<file path="config.mk">
export PLATFORM = sky130hd
export DESIGN_NAME = gbba_ram
export DESIGN_NICKNAME = d
export VERILOG_FILES = /design/src/sv/gbba_ram.sv
export SDC_FILE = /design/constraint.sdc
export NUM_CORES = 2
export LEC_CHECK = 0
export BUFFER_PORTS_ARGS = -buffer_cell sky130_fd_sc_hd__buf_2
export CAP_MARGIN = 20
export CORE_MARGIN = 2
export CORE_UTILIZATION = 55
export DETAILED_ROUTE_END_ITERATION = 8
export GPL_TIMING_DRIVEN = 0
export PLACE_DENSITY_LB_ADDON = 0.2
export SLEW_MARGIN = 20
export SYNTH_ARGS = -nofsm -noshare
export SYNTH_HDL_FRONTEND = slang
export SYNTH_SLANG_ARGS = --single-unit
</file>
<file path="constraint.sdc">
create_clock -name i_clk -period 5.3 [get_ports i_clk]
set_input_delay 0.265 -clock i_clk [delete_from_list [all_inputs] [get_ports i_clk]]
set_output_delay 0.265 -clock i_clk [all_outputs]
set_load 0.01 [all_outputs]
</file>
<file path="src/sv/gbba_ram.sv">
// Generic simple dual-port RAM with one write port and a registered read port.
`timescale 1ns / 1ps

module gbba_ram #(
    parameter int WIDTH = 32,
    parameter int DEPTH = 128
) (
    input  logic                     i_clk,
    input  logic                     i_we,
    input  logic [$clog2(DEPTH)-1:0] i_waddr,
    input  logic [WIDTH-1:0]         i_wdata,
    input  logic                     i_re,
    input  logic [$clog2(DEPTH)-1:0] i_raddr,
    output logic [WIDTH-1:0]         o_rdata
);

    logic [WIDTH-1:0] r_mem [DEPTH];
    logic [WIDTH-1:0] r_rdata;

    always_ff @(posedge i_clk) begin
        if (i_we) begin
            r_mem[i_waddr] <= i_wdata;
        end
        if (i_re) begin
            r_rdata <= r_mem[i_raddr];
        end
    end

    assign o_rdata = r_rdata;

endmodule

</file>
==> results.json <==
{
  "syn_inst": 5990,
  "dp_cells": 10000,
  "postCtsHoldBufs": 32,
  "cts_tree": "built",
  "ff2ff_path_depth": 4,
  "yosysTopAreaCellShare_pct": 79.2,
  "muxShareOfSynthArea_pct": 19.6,
  "synth_xor_area_share_pct": 0,
  "r2r-end": "o_rdata[15]$_DFFE_PP_",
  "slowest_delay_ps": 740,
  "crit_arrival_ps": 4530,
  "grt.met2_usage_pct": 43.9,
  "rsz0062_at_grt": "false",
  "regArea_um2": 124000,
  "placed_cell_area_um2": 168000,
  "hold_depth": 1,
  "track_usage_pct": 28.1,
  "cp.required_ps": 5910,
  "clock.fmax_mhz": 255,
  "leakage_nw": 55.6,
  "synth_compound_area_share_pct": 0,
  "cp-startpoint": "i_raddr[2]",
  "final_cell_area_um2": 181000,
  "drt_iter0_drc": 11400,
  "synth.distinct_cells": 16,
  "cts_num_sinks": 4128,
  "synth_ff_type": "edfxtp_1",
  "crit_chain": "clkbuf_1, buf_2, clkbuf_2, buf_16, buf_1, mux4_2, mux4_2, mux4_2, mux2_2",
  "clk_pin_slew_ps": 60,
  "antenna_found_initial": 68,
  "io_buffers": 69,
  "min_from": "i_re",
  "core-area_um2": 283000,
  "drive_gt1_share_pct": 35.5,
  "crit_type": "in2reg",
  "rows": 195,
  "synth_most_common_cell": "edfxtp_1",
  "crit_path_top_delay_cell": "buf_1",
  "outcome": "finished clean",
  "grt_pass1_wl_um": 558000,
  "maxCapViolations": 0,
  "cp_common_cell": "mux4_2",
  "globalplace.congestion": 0.974,
  "viasPerCell": 6.61,
  "ys_warn_count": 0,
  "clockBufferDepth": 4,
  "avgSynthCellArea_um2": 26.1,
  "htree_num_levels": 5,
  "grt.met3_usage_pct": 6.99,
  "worstMarginPinSlew_ps": 1260,
  "synth-simple-area-share_pct": 0.445,
  "area_growth_pct": 15.6,
  "finalClockSkew_ps": 41.7,
  "r2r_start": "r_mem[77][15]$_DFFE_PP_",
  "grt_max_degree": 88,
  "synthTopCellsByCount": "4,128 x edfxtp_1, 1,344 x mux4_2, 182 x clkbuf_1, 122 x nor2_1, 79 x buf_2",
  "grt_use_met1_pct": 39.3,
  "synth_top_family_by_area": "multiplexers",
  "yosysSeqAreaShare_pct": 79.2,
  "finalCritPeriodShare_pct": 74.0,
  "numCtsBuffers": 405,
  "grt_busiest_layer": "met2",
  "fin_cells": 10900,
  "grt_pass1_vias": 71900,
  "cts_root_buf": "clkbuf_16",
  "ys_ff_latch": 4128,
  "synth.cell_area_um2": 157000,
  "wl_per_cell_um": 37.0,
  "cts_setup_buffers": 0,
  "async_flop_share_pct": 0,
  "firstDrtPassIters": 5,
  "hold_viol": 0,
  "die-area_um2": 289000,
  "r2r_slack_ps": 2420,
  "ir_worst_vdd_mv": 0.278,
  "ys_top_cells_by_area": "edfxtp_1 79%, mux4_2 19%, clkbuf_1 0.44%",
  "finalMaxSlewViolations": 0,
  "vias": 72100,
  "synthAdderAreaFrac_pct": 0,
  "ioPinCount": 81,
  "finish.net_count": 6771,
  "clk_latency_ps": 910,
  "multi_input_area_um2": 32300,
  "synth_edf_count": 4128,
  "ant_nets": 0,
  "crit_path_start_kind": "primary input",
  "nFillCells": 17600,
  "die_h_um": 538,
  "cp_max_fo": 10,
  "overflow": 0,
  "drc": 0,
  "hpwl_um": 276000,
  "fp.dieW_um": 538,
  "synth_top_area_cell": "edfxtp_1",
  "holdCritPathClass": "in2reg",
  "wl_um": 404000,
  "cts_repair_resize_count": 0,
  "p_per_area_nw_per_um2": 376,
  "endpoint_kind": "flop",
  "syn-num-nets": 6039,
  "min_period_ps": 3920,
  "worstHoldEndpoint": "o_rdata[19]$_DFFE_PP_",
  "setup_viol": 0,
  "start_util_pct": 55.4,
  "slew_headroom_pct": 15.9
}
==> placed cells by master (no fill, tap or decap) <==
master,count
diode_2,105
nor3_2,9
nor2b_1,7
clkbuf_16,411
nand2b_1,2
bufinv_16,41
nand3_1,12
clkbuf_1,227
clkbuf_4,1
nand2_1,14
clkinv_2,94
buf_4,43
inv_16,1
buf_8,4
clkinvlp_4,12
nand4_1,3
mux2_2,32
or3_1,1
clkinv_4,4
edfxtp_1,4128
buf_6,36
clkinv_1,87
buf_16,108
clkbuf_2,38
nor2_4,119
dlygate4sd3_1,32
clkinv_8,2
buf_12,70
buf_1,38
mux4_2,1344
buf_2,122
nor2_1,3
inv_6,12
==> worst max path at each step <==
stage          depth (start not counted)                      end
2_1_floorplan                          3   r_mem[98][0]$_DFFE_PP_
3_3_place_gp                           4  r_mem[98][18]$_DFFE_PP_
3_5_place_dp                           9    o_rdata[29]$_DFFE_PP_
4_1_cts                                9    o_rdata[28]$_DFFE_PP_
5_1_grt                                7    o_rdata[14]$_DFFE_PP_
6_report                               9    o_rdata[28]$_DFFE_PP_
==> area by class of cell <==
class	instances	share of cell area, %
antenna	105	0.145
clock buffer	489	5.84
multi-input combinational	1546	17.8
clock inverter	253	1.28
sequential	4128	68.5
buffer	316	0.757
tap	3743	2.59
timing repair buffer	325	3.11
==> cell families (layout without fill, tap and decap cells) <==
family,after synthesis,after routing
simple gates,170,170
buf+inv,316,1383
mux,1376,1376
other cells,0,105
flops,4128,4128
==> per-stage QoR <==
stage / power (W) / hold WS [ps] / worst slack [ps] / utilization [%] / setup TNS [ps]
final: 0.0681 / 52.5 / 1380 / 64.0 / 0
after global routing: 0.0697 / 56.5 / 1350 / 64.0 / 0
after CTS: 0.0683 / 8.28 / 1470 / 63.9 / 0
after detailed placement: 0.0405 / 676 / 522 / 59.3 / 0
after global placement: 0.0403 / 686 / -1700 / 57.2 / -470710
after floorplan: 0.0386 / 364 / 1800 / - / 0
==> layer usage <==
metal	vias to the layer above	wire length (µm)	share of wire [%]
met3	576	43600	11
met1	39300	151000	37
met5	-	112	0.028
li1	28100	-	-
met4	14	13800	3.4
met2	4148	195000	48
==> critical path: cells and delay by family <==
kind | cells | cell delay (ps)
muxes | 4 | 1940
buffers and inverters | 5 | 2270
==> where the power goes <==
part	internal, W	leakage (nW)	total (W)	switching [W]
logic	0.00141	12.2	0.00378	0.00238
registers	0.0361	37.1	0.0361	0.0000461
clock network	0.0162	6.34	0.0282	0.0120
==> registers in the layout, indices dropped and copies added, names as in the netlist <==
name     cells
r_mem     4096
o_rdata     32
No activity file was read; power rests on OpenSTA's default activity.
